[config.mk]
export PLATFORM = sky130hd
export DESIGN_NAME = three_servo_gait_sequencer_top
export DESIGN_NICKNAME = d
export VERILOG_FILES = /design/src/hdl/tsg_pkg.sv /design/src/hdl/three_servo_gait_sequencer_top.sv /design/src/hdl/tsg_step.sv
export SDC_FILE = /design/constraint.sdc
export NUM_CORES = 1
export LEC_CHECK = 0
export ABC_AREA = 1
export BUFFER_PORTS_ARGS = -buffer_cell sky130_fd_sc_hd__buf_4
export CAP_MARGIN = 20
export CORE_ASPECT_RATIO = 1.2
export CORE_UTILIZATION = 60
export CTS_CLUSTER_DIAMETER = 60
export CTS_CLUSTER_SIZE = 16
export DETAILED_ROUTE_END_ITERATION = 6
export PLACE_DENSITY = 0.79
export RECOVER_POWER = 100
export SETUP_SLACK_MARGIN = 0.02
export SLEW_MARGIN = 20
export SYNTH_ARGS = -nofsm -noshare
export SYNTH_HDL_FRONTEND = slang
export SYNTH_HIERARCHICAL = 1
export SYNTH_SLANG_ARGS = --single-unit
[constraint.sdc]
create_clock -name clk -period 14.7 [get_ports clk]
set_input_delay 2.94 -clock clk [delete_from_list [all_inputs] [get_ports clk]]
set_output_delay 2.94 -clock clk [all_outputs]
set_load 0.1 [all_outputs]
[src/hdl/tsg_pkg.sv]
// Package for the three servo gait sequencer: types, constants and codes.
package tsg_pkg;

  localparam int CFG_ADDR_W = 2;
  localparam int CFG_DATA_W = 8;
  localparam int S_TDATA_W  = 56;
  localparam int S_TUSER_W  = 3;
  localparam int M_TDATA_W  = 48;

  localparam logic [CFG_ADDR_W-1:0] CFG_FRONT_CENTER = 2'd0;
  localparam logic [CFG_ADDR_W-1:0] CFG_MID_CENTER   = 2'd1;
  localparam logic [CFG_ADDR_W-1:0] CFG_REAR_CENTER  = 2'd2;

  localparam logic [7:0] FRONT_CENTER_RST = 8'd83;
  localparam logic [7:0] MID_CENTER_RST   = 8'd90;
  localparam logic [7:0] REAR_CENTER_RST  = 8'd80;
  localparam logic [7:0] FRONT_SWING      = 8'd25;
  localparam logic [7:0] MID_SWING        = 8'd13;
  localparam logic [7:0] SERVO_MAX        = 8'd180;

  localparam logic [2:0] PHASE_DONE = 3'd4;
  localparam logic [2:0] PHASE_LAST = 3'd3;

  typedef logic signed [10:0] lim_t;

  localparam lim_t SHAKE_EXTRA = 11'sd10;
  localparam lim_t TURN_OFFSET = 11'sd5;

  typedef enum logic [2:0] {
    GAIT_FWD   = 3'd0,
    GAIT_REV   = 3'd1,
    GAIT_LEFT  = 3'd2,
    GAIT_RIGHT = 3'd3,
    GAIT_SHAKE = 3'd4,
    GAIT_ROCK  = 3'd5
  } gait_t;

  typedef struct packed {
    logic [7:0] front_center;
    logic [7:0] mid_center;
    logic [7:0] rear_center;
  } cfg_t;

  typedef struct packed {
    logic [2:0]  req_type;
    logic [31:0] now_ms;
    logic [7:0]  step_angle;
    logic [7:0]  mid_delay;
    logic [7:0]  front_delay;
  } item_t;

  typedef struct packed {
    logic [7:0]  front_angle;
    logic [7:0]  mid_angle;
    logic [2:0]  phase;
    logic [31:0] mid_last_ms;
    logic [31:0] front_last_ms;
    logic [15:0] step_total;
  } state_t;

  typedef struct packed {
    logic [7:0]  front_cmd;
    logic        front_write;
    logic [7:0]  mid_cmd;
    logic        mid_write;
    logic [7:0]  rear_cmd;
    logic        rear_write;
    logic [2:0]  gait_phase;
    logic [15:0] steps_done;
  } result_t;

endpackage

[src/hdl/three_servo_gait_sequencer_top.sv]
// Top level of the three servo gait sequencer: ports, registers and handshake.
// The input register loads at the input transfer; the result register and the gait
// state load when the step advances, which waits while an unaccepted result is held.
// Throughput: one request per cycle unless the output stalls; the single step stage sets it.
// Reset (rst, synchronous): clears both stages, loads the center registers and the
// gait state with their reset values.
module three_servo_gait_sequencer_top (
  input  logic                               clk,
  input  logic                               rst,
  input  logic                               cfg_we,
  input  logic [tsg_pkg::CFG_ADDR_W-1:0]     cfg_addr,
  input  logic [tsg_pkg::CFG_DATA_W-1:0]     cfg_wdata,
  input  logic                               s_tvalid,
  output logic                               s_tready,
  // now_ms[31:0], step_angle[39:32], mid_delay[47:40], front_delay[55:48]
  input  logic [tsg_pkg::S_TDATA_W-1:0]      s_tdata,
  // req_type[2:0]
  input  logic [tsg_pkg::S_TUSER_W-1:0]      s_tuser,
  output logic                               m_tvalid,
  input  logic                               m_tready,
  // front_cmd[7:0], front_write[8], mid_cmd[16:9], mid_write[17], rear_cmd[25:18],
  // rear_write[26], gait_phase[29:27], steps_done[45:30], zero[47:46]
  output logic [tsg_pkg::M_TDATA_W-1:0]      m_tdata
);
  import tsg_pkg::*;

  cfg_t    cfg;
  item_t   in_item;
  logic    in_valid;
  state_t  state;
  state_t  state_next;
  result_t res_next;
  result_t out_res;
  logic    out_valid;
  logic    adv;

  assign adv      = in_valid && (!out_valid || m_tready);
  assign s_tready = !in_valid || adv;
  assign m_tvalid = out_valid;
  assign m_tdata  = {2'b00, out_res.steps_done, out_res.gait_phase, out_res.rear_write,
                     out_res.rear_cmd, out_res.mid_write, out_res.mid_cmd,
                     out_res.front_write, out_res.front_cmd};

  tsg_step u_step (
    .cfg  (cfg),
    .item (in_item),
    .cur  (state),
    .nxt  (state_next),
    .res  (res_next)
  );

  always_ff @(posedge clk) begin
    if (rst) begin
      cfg.front_center <= FRONT_CENTER_RST;
      cfg.mid_center   <= MID_CENTER_RST;
      cfg.rear_center  <= REAR_CENTER_RST;
    end else if (cfg_we) begin
      unique case (cfg_addr)
        CFG_FRONT_CENTER: cfg.front_center <= cfg_wdata;
        CFG_MID_CENTER:   cfg.mid_center   <= cfg_wdata;
        CFG_REAR_CENTER:  cfg.rear_center  <= cfg_wdata;
        default: begin
        end
      endcase
    end
  end

  always_ff @(posedge clk) begin
    if (rst) begin
      in_valid <= 1'b0;
    end else if (s_tready) begin
      in_valid <= s_tvalid;
    end
  end

  always_ff @(posedge clk) begin
    if (s_tvalid && s_tready) begin
      in_item.req_type    <= s_tuser[2:0];
      in_item.now_ms      <= s_tdata[31:0];
      in_item.step_angle  <= s_tdata[39:32];
      in_item.mid_delay   <= s_tdata[47:40];
      in_item.front_delay <= s_tdata[55:48];
    end
  end

  always_ff @(posedge clk) begin
    if (rst) begin
      state.front_angle   <= FRONT_CENTER_RST + FRONT_SWING;
      state.mid_angle     <= MID_CENTER_RST - MID_SWING;
      state.phase         <= 3'd0;
      state.mid_last_ms   <= 32'd0;
      state.front_last_ms <= 32'd0;
      state.step_total    <= 16'd0;
    end else if (adv) begin
      state <= state_next;
    end
  end

  always_ff @(posedge clk) begin
    if (rst) begin
      out_valid <= 1'b0;
    end else if (adv) begin
      out_valid <= 1'b1;
    end else if (m_tready) begin
      out_valid <= 1'b0;
    end
  end

  always_ff @(posedge clk) begin
    if (adv) begin
      out_res <= res_next;
    end
  end

  a_phase_range: assert property (@(posedge clk) disable iff (rst)
    state.phase <= PHASE_LAST)
    else $error("gait phase left its range");

  a_state_hold: assert property (@(posedge clk) disable iff (rst)
    !adv |=> $stable(state))
    else $error("gait state changed without a step");

  a_count_step: assert property (@(posedge clk) disable iff (rst)
    1'b1 |=> (state.step_total == $past(state.step_total)) ||
             ((state.step_total == $past(state.step_total) + 16'd1) && (state.phase == 3'd0)))
    else $error("step count moved wrongly");

  a_result_phase: assert property (@(posedge clk) disable iff (rst)
    adv |=> out_res.gait_phase == state.phase && out_res.steps_done == state.step_total)
    else $error("result does not match gait state");

endmodule

[src/hdl/tsg_step.sv]
// Next-state and result logic for one gait request.
module tsg_step (
  input  tsg_pkg::cfg_t    cfg,
  input  tsg_pkg::item_t   item,
  input  tsg_pkg::state_t  cur,
  output tsg_pkg::state_t  nxt,
  output tsg_pkg::result_t res
);
  import tsg_pkg::*;

  function automatic lim_t ext8(input logic [7:0] v);
    ext8 = {3'b000, v};
  endfunction

  function automatic logic [7:0] sat_u8(input logic [7:0] v);
    sat_u8 = (v > SERVO_MAX) ? SERVO_MAX : v;
  endfunction

  function automatic logic [7:0] sat_s11(input lim_t v);
    if (v < 0) begin
      sat_s11 = 8'd0;
    end else if (v > ext8(SERVO_MAX)) begin
      sat_s11 = SERVO_MAX;
    end else begin
      sat_s11 = v[7:0];
    end
  endfunction

  logic [7:0] fmin, fmax, mmin, mmax;
  logic       mid_ok, front_ok;
  logic [2:0] s0, pc;
  logic       mid_second, front_second;
  logic       mid_up, front_up;
  lim_t       mid_lim, front_lim, extra;
  logic [7:0] mid_new, front_new;
  logic       mid_hit, front_hit;
  logic       mid_run, front_run;
  lim_t       rear_val;
  logic [2:0] ph_next;

  assign fmin = cfg.front_center - FRONT_SWING;
  assign fmax = cfg.front_center + FRONT_SWING;
  assign mmin = cfg.mid_center - MID_SWING;
  assign mmax = cfg.mid_center + MID_SWING;

  assign mid_ok   = (item.now_ms - cur.mid_last_ms) > {24'd0, item.mid_delay};
  assign front_ok = (item.now_ms - cur.front_last_ms) > {24'd0, item.front_delay};

  assign s0 = cur.phase;
  assign pc = (cur.phase > 3'd1) ? 3'd0 : cur.phase;
  // each leg moves at most once per request; the mid leg swings back from phase 1, the front from phase 2
  assign mid_second   = (s0 != 3'd0);
  assign front_second = s0[1];

  always_comb begin
    mid_up    = 1'b1;
    mid_lim   = ext8(mmax);
    front_up  = 1'b0;
    front_lim = ext8(fmin);
    extra     = '0;
    unique case (item.req_type)
      GAIT_FWD: begin
        mid_up    = !mid_second;
        mid_lim   = mid_second ? ext8(mmin) : ext8(mmax);
        front_up  = front_second;
        front_lim = front_second ? ext8(fmax) : ext8(fmin);
      end
      GAIT_REV: begin
        mid_up    = !mid_second;
        mid_lim   = mid_second ? ext8(mmin) : ext8(mmax);
        front_up  = !front_second;
        front_lim = front_second ? ext8(fmin) : ext8(fmax);
      end
      GAIT_LEFT: begin
        mid_up    = mid_second;
        mid_lim   = mid_second ? ext8(cfg.mid_center) : ext8(mmin);
        front_up  = !front_second;
        front_lim = front_second ? ext8(fmin) : ext8(fmax);
        extra     = front_second ? -TURN_OFFSET : TURN_OFFSET;
      end
      GAIT_RIGHT: begin
        mid_up    = !mid_second;
        mid_lim   = mid_second ? ext8(cfg.mid_center) : ext8(mmax);
        front_up  = front_second;
        front_lim = front_second ? ext8(fmax) : ext8(fmin);
        extra     = front_second ? TURN_OFFSET : -TURN_OFFSET;
      end
      GAIT_SHAKE: begin
        mid_up  = !pc[0];
        mid_lim = pc[0] ? (ext8(mmin) - SHAKE_EXTRA) : (ext8(mmax) + SHAKE_EXTRA);
      end
      GAIT_ROCK: begin
        front_up  = pc[0];
        front_lim = pc[0] ? ext8(fmax) : ext8(fmin);
      end
      default: begin
      end
    endcase
  end

  assign mid_new   = mid_up ? (cur.mid_angle + item.step_angle)
                            : (cur.mid_angle - item.step_angle);
  assign front_new = front_up ? (cur.front_angle + item.step_angle)
                              : (cur.front_angle - item.step_angle);
  assign mid_hit   = mid_up ? (ext8(mid_new) >= mid_lim) : (ext8(mid_new) <= mid_lim);
  assign front_hit = front_up ? (ext8(front_new) >= front_lim)
                              : (ext8(front_new) <= front_lim);
  assign rear_val  = ext8(front_new) + ext8(cfg.rear_center) - ext8(cfg.front_center) + extra;

  always_comb begin
    nxt       = cur;
    res       = '0;
    mid_run   = 1'b0;
    front_run = 1'b0;
    ph_next   = cur.phase;
    unique case (item.req_type)
      GAIT_FWD, GAIT_REV, GAIT_LEFT, GAIT_RIGHT: begin
        if (s0 <= PHASE_LAST) begin
          if (!s0[0]) begin
            mid_run   = mid_ok;
            front_run = mid_run && mid_hit && front_ok;
          end else begin
            front_run = front_ok;
            mid_run   = front_run && front_hit && (s0 == 3'd1) && mid_ok;
          end
          ph_next = s0 + {2'b00, mid_run && mid_hit} + {2'b00, front_run && front_hit};
        end
        if (ph_next == PHASE_DONE) begin
          ph_next        = 3'd0;
          nxt.step_total = cur.step_total + 16'd1;
        end
      end
      GAIT_SHAKE: begin
        mid_run         = mid_ok;
        ph_next         = (mid_run && mid_hit) ? {2'b00, !pc[0]} : pc;
        res.front_cmd   = sat_u8(cfg.front_center);
        res.front_write = 1'b1;
        res.rear_cmd    = sat_u8(cfg.rear_center);
        res.rear_write  = 1'b1;
      end
      GAIT_ROCK: begin
        front_run     = front_ok;
        ph_next       = (front_run && front_hit) ? {2'b00, !pc[0]} : pc;
        res.mid_cmd   = sat_u8(cfg.mid_center);
        res.mid_write = 1'b1;
      end
      default: begin
      end
    endcase

    if (mid_run) begin
      nxt.mid_angle   = mid_new;
      nxt.mid_last_ms = item.now_ms;
      res.mid_cmd     = sat_u8(mid_new);
      res.mid_write   = 1'b1;
    end
    if (front_run) begin
      nxt.front_angle   = front_new;
      nxt.front_last_ms = item.now_ms;
      res.front_cmd     = sat_u8(front_new);
      res.front_write   = 1'b1;
      res.rear_cmd      = sat_s11(rear_val);
      res.rear_write    = 1'b1;
    end
    nxt.phase      = ph_next;
    res.gait_phase = ph_next;
    res.steps_done = nxt.step_total;
  end

endmodule
==> Yosys cells after proc, flatten, opt, wreduce, memory -nomap -nowiden <==
Cells that the tools add are included.
{ "totals": {"mem_count": 0, "mem_bits_ro": 0, "mem_bits_rw": 0, "out_inout_bits": 50, "input_bits": 74, "word_cells": 148, "latch_bits": 0, "regBits": 230} }
{ "op_classes": {"n_reduce_logical": 30, "magnitude_cmp": 15, "muxes": 52, "shift": 0, "div": 0, "n_eq_ne": 9, "n_mul": 0, "bitwise": 0, "addsub": 18} }
{ "op_table": {"columns": ["cell", "count"], "rows": [
  ["two-way mux 8 bit", 15],
  ["> comparator 32 x 8 -> 1 bit", 2],
  ["subtractor 32 bit", 2],
  ["two-way mux 9 bit", 6],
  ["one-hot mux 11 bit (4 select lines)", 1],
  ["> comparator 8 bit (second input constant)", 5],
  ["two-way mux 11 bit", 3],
  ["one-hot mux 11 bit (3 select lines)", 1],
  ["two-way mux 16 bit", 2],
  ["greater-or-equal comparator 9 x 11 -> 1 bit", 2],
  ["<= comparator 9 x 11 -> 1 bit", 2],
  ["one-hot mux 11 bit (2 select lines)", 1],
  ["two-way mux 3 bit", 6],
  ["adder 16 x 1 -> 16 bit (second input constant)", 1],
  ["adder 8 bit", 2],
  ["subtractor 8 bit", 2],
  ["two-way mux 1 bit", 12],
  ["adder 11 bit", 1],
  ["> comparator 11 x 9 -> 1 bit (second input constant)", 1],
  ["< comparator 11 x 1 -> 1 bit (second input constant)", 1],
  ["subtractor 11 x 9 -> 11 bit", 1],
  ["AND reduction 2 bit", 5],
  ["adder 8 x 4 -> 9 bit (second input constant)", 1],
  ["adder 8 x 8 -> 9 bit", 1],
  ["26 further kinds", 48]
]} }

==> Logic depth before layout (Yosys ltp) <==
Gate-level depths: netlist of the first run.
{ "logic_depth": {"depth_word": 20, "mapped_depth": 48, "mapped_depth_nobuf": 48} }

==> Cells and area by module <==
Netlist of the first run, hierarchy kept.
{ "modules_own_cells": {"columns": ["mod", "seq_area_each_um2", "instances", "cells_each", "area_per_inst_um2"], "rows": [
  ["tsg_step", 0.0, 1, 2152, 11320.9],
  ["three_servo_gait_sequencer_top", 5655.4, 1, 889, 8622.0]
]} }

==> Worst setup path after synthesis of the first run <==
Ideal clock, no wire load.
{ "synth_path": {"path_type": "reg-to-reg", "start": "register in_item[57] (netlist name)", "end": "register out_res, in the netlist m_tdata[45], data pin", "n_path_buf": 1, "synth_period_minus_slack_ns": 6.798, "stages_incl_launch_ff": 44, "required_ns": 14.449, "setup_slack_ns": 7.902, "t_arrival_ns": 6.547, "setup_ns": 0.251, "path_cell_list": "edfxtp_1 inv_2 nand2_2 nor2_4 nor2_1 nor2_4 inv_1 nor3_2 inv_2 o21ai_0 inv_1 fa_1 o21ai_0 a21oi_1 o21ai_0 xnor2_1 inv_1 ha_1 (+8 left out) xor2_1 nand2_1 nand2_2 a21oi_1 fa_1 ha_1 o21ai_0 nand2_1 nor2_1 inv_1 nor3_1 nand3_1 nor3_1 nand3_1 nor2_1 nand2_1 xnor2_1 buf_4"} }
{ "synth_lines": {"columns": ["element", "line_no", "text"], "rows": [
  ["start, declared", "three_servo_gait_sequencer_top.sv:28", "item_t in_item;"],
  ["end signal, assigned", "three_servo_gait_sequencer_top.sv:111", "out_res <= res_next;"],
  ["end, declared", "three_servo_gait_sequencer_top.sv:33", "result_t out_res;"]
]} }

==> Final worst setup path of the first run <==
{ "layout_path": {"start": "register in_item[58] (netlist name)", "end": "register state[46] (netlist name)"} }
{ "layout_between": {"elab_chain_cells": 14, "word_cells_on_any_way": 23, "classes_between": "2 x order compare; 5 x eq/ne; 9 x mux; 7 x reduce/logical"} }
{ "layout_lines": {"columns": ["element", "line_no", "text"], "rows": [
  ["== test 3 x 1 -> 1 bit (tied with other cells)", "tsg_step.sv:61, tsg_step.sv:116", null],
  ["OR reduction 3 bit (no line)", null, null],
  ["one-hot mux 1 bit (3 select lines)", "tsg_step.sv:61", "unique case (item.req_type)"],
  ["two-way mux 8 bit", "tsg_step.sv:101", "assign mid_new = mid_up ? (cur.mid_angle + item.step_angle)"],
  ["<= comparator 9 x 11 -> 1 bit / greater-or-equal comparator 9 x 11 -> 1 bit (equally long branches)", "tsg_step.sv:105", "assign mid_hit = mid_up ? (ext8(mid_new) >= mid_lim) : (ext8(mid_new) <= mid_lim);"],
  ["two-way mux 1 bit", "tsg_step.sv:105", null],
  ["logical AND 1 bit (2 in a row)", "tsg_step.sv:121", "front_run = mid_run && mid_hit && front_ok;"],
  ["two-way mux 1 bit", "tsg_step.sv:119", "if (!s0[0]) begin"],
  ["two-way mux 1 bit", "tsg_step.sv:118", "if (s0 <= PHASE_LAST) begin"],
  ["two-way mux 1 bit", "tsg_step.sv:116", "unique case (item.req_type)"],
  ["two-way mux 1 bit", "tsg_step.sv:118", null],
  ["one-hot mux 1 bit (2 select lines) *", "tsg_step.sv:116", null],
  ["AND reduction 2 bit (no line) *", null, null],
  ["end signal, assigned", "three_servo_gait_sequencer_top.sv:95", "state <= state_next;"],
  ["end, declared", "three_servo_gait_sequencer_top.sv:30", "state_t state;"]
]} }
Every way passes the cells marked *; elsewhere a longest branch is shown, timed or not. The select of a mux whose other input is x is not followed.
A chain may end at the register's enable or synchronous reset.

==> impl_metrics.ini, run 1 <==
[grt]
use_met1_pct = 37.06
grt_start_max_net_pins = 108
grt.busiest_layer = met2
antenna_found_initial = 1
grt_usage_pct = 34.86
overflow = 0
grtUsageMet2_pct = 65.43
grt_pass1_wl_mm = 94.49
use_met3_pct = 3.875
grt_pass1_vias = 18989

[critical_path]
critPathLaunch = in_item[58]
path_max_fanout = 56
crit_top_cell = nand2_1
rr_startpoint = in_item[58]
critPathMaxStageDelay_ns = 2.24
start_kind = register
setup.worst_path.class = register to register
cp_data_required_time_ns = 15.14
critPathSlowestCell = clkbuf_1
endpoint_kind = register
worstPathArrival_ns = 11.46

[synth]
synth_flop_cell = dfxtp_1
async_flop_share_pct = 0
syn_inst = 3041
syn_avg_cell_area_um2 = 6.558
yosysWarnings = 6
syn-cell-area_um2 = 19940
synth_edf_count = 105
yosysSeqAreaShare_pct = 28.36
ys_seq_elements = 230
ys_types = 62

[timing]
finClkSkew_ns = 0.03271
holdWs_ns = 0.4884
final_max_slew_viol_count = 452
fmax_mhz = 90.70
rsz0062_at_grt = false
setup_violations = 0
worst_slew_pin_slew_ns = 4.457
max_slew_margin_pct = -197.1
final_hold_viol_count = 0
final.setup.tns_ns = 0
layout_worst_path_cycle_share_pct = 75.01
min_period_ns = 11.03

[min_path]
min_from = state[89]
holdCritPathClass = register to register

[routing]
ant_nets = 0
wire_per_inst_um = 17.11
vias = 19876
viasPerCell = 5.663
first_iter_violations = 1472
routed_wl_mm = 60.05
drc_errors = 0
first_pass_iters = 5

[finish]
area_growth_pct = 6.619
fin_nets = 3307
final_cells = 3510
drive_above_1_share_pct = 5.384
layout_common_cells = nand2_1 (834), inv_1 (511), nand3_1 (326)
final_common_cell = nand2_1
fin_area_um2 = 21260
post-route-util_pct = 65.56

[clock_tree]
h-tree-depth = 1
clkLatencyLatePin_ns = 0.57
cts_resized = 0
clockBufferDepth = 3
ctsHoldBuffers = 0
clkSinkCount = 230
post_cts_buffers = 0
cts_buffers = 26
cts-root-buf = clkbuf_16
cts_tree = done
clk_pin_slew_ns = 0.07

[outcome]
outcome = finished with violations
violations = capacitance limit, slew limit

[placed_design]
placed_cell_area_um2 = 20640
dp.cells = 3461
dp_hpwl_mm = 44.88
gp_congestion = 0.9895
portBuffers = 121

[floorplan]
io_pins = 124
dieArea_um2 = 33970
start_util_pct = 61.49
dieWidth_um = 168.4
coreArea_um2 = 32430
fp.dieH_um = 201.7
rows = 72

[flow_run]
cap_violations = 7

[power_and_ir_drop]
irDropWorstVdd_uv = 200.3
power_density_nw_per_um2 = 134.7
leakage_uw = 0.01071
cell families after synthesis:
| kind of cell | share of synthesized area, % |
|---|---|
| other cells | 0.01880 |
| buf+inv | 13.86 |
| flops | 28.36 |
| compound gates | 10.06 |
| simple gates | 33.70 |
| fa+ha+maj | 9.963 |
| xor+xnor | 4.034 |
synth_stat cells, drive strengths merged, types with 3 or more instances:
library cell / instances / area, µm²
a21o: 13 / 97.59
a21oi: 211 / 1056
a31oi: 6 / 37.54
and2: 3 / 18.77
buf: 104 / 742.0
clkbuf: 14 / 73.82
dfxtp: 125 / 2502
edfxtp: 105 / 3153
fa: 13 / 260.3
ha: 138 / 1727
inv: 518 / 1944
nand2: 845 / 3219
nand3: 342 / 1799
nand3b: 16 / 120.1
nand4: 36 / 231.5
nor2: 278 / 1086
nor3: 28 / 145.1
nor4: 3 / 18.77
o211ai: 9 / 72.57
o21ai: 95 / 479.2
o21bai: 13 / 97.59
o221ai: 3 / 26.28
o22ai: 4 / 25.02
or2: 7 / 43.79
xnor2: 26 / 227.7
xor2: 65 / 576.8
registers in the layout (all words and copies together), names as in the netlist:
register / count
state: 99
in_item: 59
m_tdata: 46
cfg: 24
in_valid: 1
m_tvalid: 1
stage by stage:
step | total power (µW) | worst slack, ns
finish | 2865 | 3.674
detailed placement | 2165 | 6.349
global route | 3059 | 3.089
floorplan | 1880 | 7.902
CTS | 2865 | 6.309
global placement | 2132 | 6.700
report_power, final:
part	internal (µW)	total, µW	switching (µW)	leakage [µW]
Clock	376	689	313	0.000438
Combinational	456	1390	938	0.00823
Sequential	735	782	46.4	0.00205
worst max-delay path, delay by kind of cell (launching register included):
family	cells	cell delay, ns
AND/OR/NAND/NOR	19	4.81
buffers and inverters	9	3.22
AO/OA/AOI/OAI	6	1.17
adder cells (fa/ha/maj)	2	0.77
flip-flops	1	0.53
XOR/XNOR	2	0.34
cell type report:
| class | instances | area [µm²] |
|---|---|---|
| multi-input combinational | 2175 | 11470 |
| fill | 2967 | 11170 |
| sequential | 230 | 5659 |
| inverter | 519 | 1949 |
| timing repair buffer | 130 | 769.5 |
| clock buffer | 33 | 708.2 |
| tap | 407 | 509.2 |
| clock inverter | 15 | 191.4 |
| antenna | 1 | 2.502 |
metal layers:
layer / vias up / routed length [µm]
li1: 9766 / -
met1: 9139 / 22470
met2: 762 / 30980
met3: 209 / 3160
met4: 0 / 3440
met5: - / 0
final timing paths:
check                                 end  slack [ns]  cells after the start
worst max-delay path            state[46]        3.67                     38
worst min-delay path            state[89]        0.49                      2
worst max register to register  state[46]        3.67                     38
worst min register to register  state[89]        0.49                      2
(Power assumes the default switching activity.)
==> inputs of run 2 (changes only) <==
--- a/config.mk
+++ b/config.mk
@@ -5,11 +5,11 @@
 export SDC_FILE = /design/constraint.sdc
 export NUM_CORES = 1
 export LEC_CHECK = 0
-export ABC_AREA = 1
+export ABC_AREA = 0
 export BUFFER_PORTS_ARGS = -buffer_cell sky130_fd_sc_hd__buf_4
 export CAP_MARGIN = 20
 export CORE_ASPECT_RATIO = 1.2
-export CORE_UTILIZATION = 60
+export CORE_UTILIZATION = 57
 export CTS_CLUSTER_DIAMETER = 60
 export CTS_CLUSTER_SIZE = 16
 export DETAILED_ROUTE_END_ITERATION = 6
==> constraint.sdc (replaced) <==
create_clock -name clk -period 9.69 [get_ports clk]
set_input_delay 1.938 -clock clk [delete_from_list [all_inputs] [get_ports clk]]
set_output_delay 1.938 -clock clk [all_outputs]
set_load 0.1 [all_outputs]
==> impl_metrics.ini, run 2 <==
[power_and_ir_drop]
p_total_uw = 4864
seqPwrFrac_pct = 24.8
intPower_uw = 2723
irDropWorstVdd_uv = 219.5
sw_frac_of_total_pct = 44.01
leakage_uw = 0.007748
p_clk_share_pct = 18.9
power_frac_comb_pct = 56.3
switching_power_uw = 2141
power_density_nw_per_um2 = 241.0

[timing]
max_slew_margin_pct = -210.8
fmax_mhz = 117.7
layout_worst_path_cycle_share_pct = 87.71
min_period_ns = 8.499
final_max_slew_viol_count = 501
final_hold_viol_count = 0
final.setup.tns_ns = 0
setup_violations = 0
worst_slew_pin_slew_ns = 4.662
finClkSkew_ns = 0.01439
rsz0062_at_grt = false

[finish]
post-route-util_pct = 62.06
fin_nets = 2382
final_common_cell = nand2b_1
drive_above_1_share_pct = 7.912
largest_register_ffs = 99
regMostFlops = state
final_cells = 2618
fillers = 2844
area_growth_pct = 6.441
n_antenna_cell = 0
layout_common_cells = nand2b_1 (203), inv_1 (158), a21oi_1 (145)

[clock_tree]
cts_resized = 0
h-tree-depth = 1
cts_tree = done
post_cts_buffers = 0
ctsHoldBuffers = 0
cts_buffers = 24
clockBufferDepth = 3
clk_pin_slew_ns = 0.07
clkLatencyLatePin_ns = 0.54
clkSinkCount = 230
cts-root-buf = clkbuf_16

[min_path]
holdCritPathClass = register to register

[grt]
grt_start_max_net_pins = 146
grt_pass1_vias = 15257
overflow = 0
grt_pass1_wl_mm = 76.90
grt_usage_pct = 28.03
antenna_found_initial = 0

[synth]
ys_seq_elements = 230
ys_types = 101
yosysSeqAreaShare_pct = 29.83
synth_area_leader_cell = edfxtp_1
yosysMostFrequentCell = nand2b_1
synth.area.top_cells = edfxtp_1 (17%), dfxtp_1 (13%), ha_1 (9.1%)
synth_flop_cell = dfxtp_1
syn_inst = 2119
synth_common_cells = nand2b_1 (203), inv_1 (158), a21oi_1 (146)
yosysWarnings = 6
synth_top_area_share_pct = 16.63
syn-cell-area_um2 = 18960
synth_edf_count = 105
async_flop_share_pct = 0
syn_avg_cell_area_um2 = 8.948

[critical_path]
path_max_fanout = 35
setup.worst_path.class = register to register
start_kind = register
endpoint_kind = register
worstPathArrival_ns = 8.74
cp_data_required_time_ns = 9.93

[floorplan]
fp.dieH_um = 201.8
io_pins = 124
coreArea_um2 = 32520
start_util_pct = 58.30
dieArea_um2 = 34000
dieWidth_um = 168.5
rows = 72

[flow_run]
cap_violations = 6

[placed_design]
dp.cells = 2575
portBuffers = 121
gp_congestion = 0.9336
dp_hpwl_mm = 36.31

[routing]
routed_wl_mm = 48.16
viasPerCell = 5.981
first_pass_iters = 6
vias = 15659
ant_nets = 0
first_iter_violations = 1136
drc_errors = 0
wire_per_inst_um = 18.40

[outcome]
outcome = finished with violations
violations = capacitance limit, slew limit
run 2: cells by family (layout without fill, tap and decap cells):
kind of cell	Yosys count	in the layout	synth area share, %
simple gates	689	689	19.32
xor+xnor	112	112	5.246
buf+inv	274	328	6.810
flops	230	230	29.83
mux	202	202	11.91
compound gates	460	460	16.39
other cells	1	2	0.01978
fa+ha+maj	151	151	10.48
run 2: path summary, 6_finish.rpt:
path,start,endpoint,slack (ns),depth (start not counted)
worst min-delay path,state[65],state[65],0.48,2
worst min register to register,state[65],state[65],0.48,2
worst max-delay path,state[82],state[35],1.19,27
worst max register to register,state[82],state[35],1.19,27
run 2: final cells by class:
cell class / instances / area, µm² / share of cell area (%)
repair buffers: 127 / 737.0 / 3.652
flip-flops and latches: 230 / 5655 / 28.02
clock buffers: 28 / 646.9 / 3.205
well taps: 444 / 555.5 / 2.753
clock inverters: 15 / 136.4 / 0.6758
multi-input cells: 1616 / 11860 / 58.75
inverters: 158 / 593.1 / 2.939
run 2: worst max-delay path, stage by stage, from the launching register on:
cell and delay, ns:
dfxtp_1 0.41, or3_1 0.55, nor3_1 0.36, a21oi_1 0.08
o22ai_1 0.64, nor2_1 0.08, a21o_1 0.20, ha_1 0.28
a21o_1 0.18, a21oi_1 0.22, o21bai_1 0.09, a21oi_1 0.23
nor2b_1 0.08, o21ai_0 0.15, nand2b_1 0.08, xnor2_1 0.35
ha_1 0.22, nand4_1 0.14, o21ai_0 0.27, o22a_1 0.16
o211a_1 0.18, and2_0 0.14, a221oi_1 0.25, nor2_1 1.64
buf_4 0.65, mux2_2 0.40, nand2b_1 0.08, mux2i_1 0.09
run 2: power by group through the flow:
| stage | registers [µW] | clock network, µW | logic, µW |
|---|---|---|---|
| after detailed placement | 1230 | 0 | 2760 |
| after CTS | 1210 | 944 | 2780 |
| after global routing | 1220 | 972 | 3000 |
| after global placement | 1220 | 0 | 2700 |
| after floorplan | 1450 | 0 | 2020 |
| final | 1210 | 920 | 2740 |
run 2: layer usage:
metal	vias up	GRT usage, %	part of all wire [%]
met4	0	12.63	4.4
met2	421	53.07	52
met5	-	0	0
li1	7625	-	-
met3	122	2.389	3.6
met1	7491	31.62	40
run 2: per-stage QoR:
stage / worst slack [ns] / area [µm²] / hold WS [ns]
after detailed placement: 1.928 / 19810 / 0.4793
after floorplan: 2.835 / 18960 / 0.4454
after global placement: 2.260 / 19810 / 0.4592
after CTS: 1.853 / 20590 / 0.4890
after global routing: 0.6339 / 20180 / 0.5042
final: 1.191 / 20180 / 0.4848
==> inputs of run 3 (changes only) <==
--- a/config.mk
+++ b/config.mk
@@ -7,7 +7,6 @@
 export LEC_CHECK = 0
 export ABC_AREA = 0
 export BUFFER_PORTS_ARGS = -buffer_cell sky130_fd_sc_hd__buf_4
-export CAP_MARGIN = 20
 export CORE_ASPECT_RATIO = 1.2
 export CORE_UTILIZATION = 57
 export CTS_CLUSTER_DIAMETER = 60
@@ -15,6 +14,7 @@
 export DETAILED_ROUTE_END_ITERATION = 6
 export PLACE_DENSITY = 0.79
 export RECOVER_POWER = 100
+export REMOVE_ABC_BUFFERS = 1
 export SETUP_SLACK_MARGIN = 0.02
 export SLEW_MARGIN = 20
 export SYNTH_ARGS = -nofsm -noshare
==> impl_metrics.ini, run 3 (synthesis gave the netlist of run 2 again) <==
[outcome]
outcome = finished with violations
violations = DRC, capacitance limit, slew limit

[min_path]
holdCritPathClass = register to register

[critical_path]
cp_data_required_time_ns = 9.95
setup.worst_path.class = register to register
crit_family = simple AND/OR/NAND/NOR gates
worstPathArrival_ns = 8.85
cp_num_buf_inv = 3
path_max_fanout = 13
critPathMaxStageDelay_ns = 0.63
endpoint_kind = register
start_kind = register
critPathSlowestCell = clkbuf_1

[timing]
final_max_slew_viol_count = 447
min_period_ns = 8.584
fmax_mhz = 116.5
worst_slew_pin_slew_ns = 4.608
max_slew_margin_pct = -207.2
finClkSkew_ns = 0.02047
setup_violations = 0
final_hold_viol_count = 0
final.setup.tns_ns = 0
rsz0062_at_grt = false
layout_worst_path_cycle_share_pct = 88.58

[grt]
grt_start_max_net_pins = 146
grt_usage_pct = 27.33
grt_pass1_wl_mm = 75.49
overflow = 0
antenna_found_initial = 1
grt_pass1_vias = 15130

[finish]
regMostFlops = state
n_antenna_cell = 0
post-route-util_pct = 62.23
area_growth_pct = 6.731
fillers = 2824
layout_common_cells = nand2b_1 (203), inv_1 (158), a21oi_1 (145)
drive_above_1_share_pct = 8.517
fin_nets = 2381
largest_register_ffs = 99
final_common_cell = nand2b_1

[clock_tree]
cts_tree = done
post_cts_buffers = 0
clk_pin_slew_ns = 0.07
cts-root-buf = clkbuf_16
clkSinkCount = 230
cts_resized = 0
clkLatencyLatePin_ns = 0.55
ctsHoldBuffers = 0
cts_buffers = 23
clockBufferDepth = 3
h-tree-depth = 1

[routing]
first_pass_iters = 7
drc_errors = 1
ant_nets = 0
wire_per_inst_um = 18.03
routed_wl_mm = 47.17
vias = 15601
first_iter_violations = 1184
viasPerCell = 5.964

[placed_design]
dp_hpwl_mm = 35.09
portBuffers = 121
gp_congestion = 0.9576

[power_and_ir_drop]
irDropWorstVdd_uv = 200.6
power_density_nw_per_um2 = 240.7
leakage_uw = 0.007784

[floorplan]
rows = 72
fp.dieH_um = 201.8
coreArea_um2 = 32520
io_pins = 124
dieWidth_um = 168.5
start_util_pct = 58.30
dieArea_um2 = 34000

[flow_run]
cap_violations = 5
run 3: cell types whose count changed in the layout (fill, tap and decap cells not counted), sizes merged:
cell / delta
inv: -5
clkbuf: +3
bufinv: +1
clkinv: -1
run 3: worst paths after layout:
path                  start        end  slack [ns]  depth (start not counted)
setup / recovery  state[80]  state[15]        1.11                         27
hold / removal    state[14]  state[14]        0.48                          2
setup reg to reg  state[80]  state[15]        1.11                         27
hold reg to reg   state[14]  state[14]        0.48                          2
run 3: stage by stage:
step           hold WS, ns  power (µW)  setup WS (ns)  cell area, µm²  cells
4_1_cts             0.4797        4913          1.980           20570   2616
5_1_grt             0.5049        5190         0.6363           20240   2616
2_1_floorplan       0.4437        3411          2.361           18270   2004
3_5_place_dp        0.4658        3980          1.990           19810   2575
3_3_place_gp        0.4596        3910          2.182           19810   2575
6_report            0.4757        4872          1.106           20240   2616
run 3: final cells by class:
type	instances	area [µm²]	share of cell area, %
clock inverters	10	137.6	0.6801
well taps	444	555.5	2.745
clock buffers	31	625.6	3.091
flip-flops and latches	230	5655	27.95
inverters	158	593.1	2.931
multi-input cells	1616	11930	58.95
repair buffers	127	740.7	3.660
run 3: worst register-to-register path: cells and delay by family (launching register included):
kind	cells	cell delay, ns
and+or+nand+nor	9	2.74
AOI/OAI and AO/OA	8	2.23
adders and majority gates	3	1.14
buffers and inverters	3	0.96
DFF	1	0.51
xor gates and xnor gates	2	0.38
muxes	2	0.36
run 3: metal layers:
| layer | part of all wire, % | vias to the layer above | GRT usage (%) |
|---|---|---|---|
| li1 | - | 7625 | - |
| met1 | 41 | 7413 | 32.22 |
| met2 | 50 | 442 | 50.18 |
| met3 | 4.0 | 121 | 2.683 |
| met4 | 4.2 | 0 | 11.56 |
| met5 | 0 | - | 0 |
run 3: where the power goes:
| part | total, µW | leakage [µW] | internal [µW] | switching [µW] |
|---|---|---|---|---|
| Combinational | 2750 | 0.00540 | 1100 | 1650 |
| Sequential | 1210 | 0.00202 | 1140 | 66.4 |
| Clock | 916 | 0.000366 | 496 | 420 |
| Total | 4870 | 0.00778 | 2740 | 2130 |
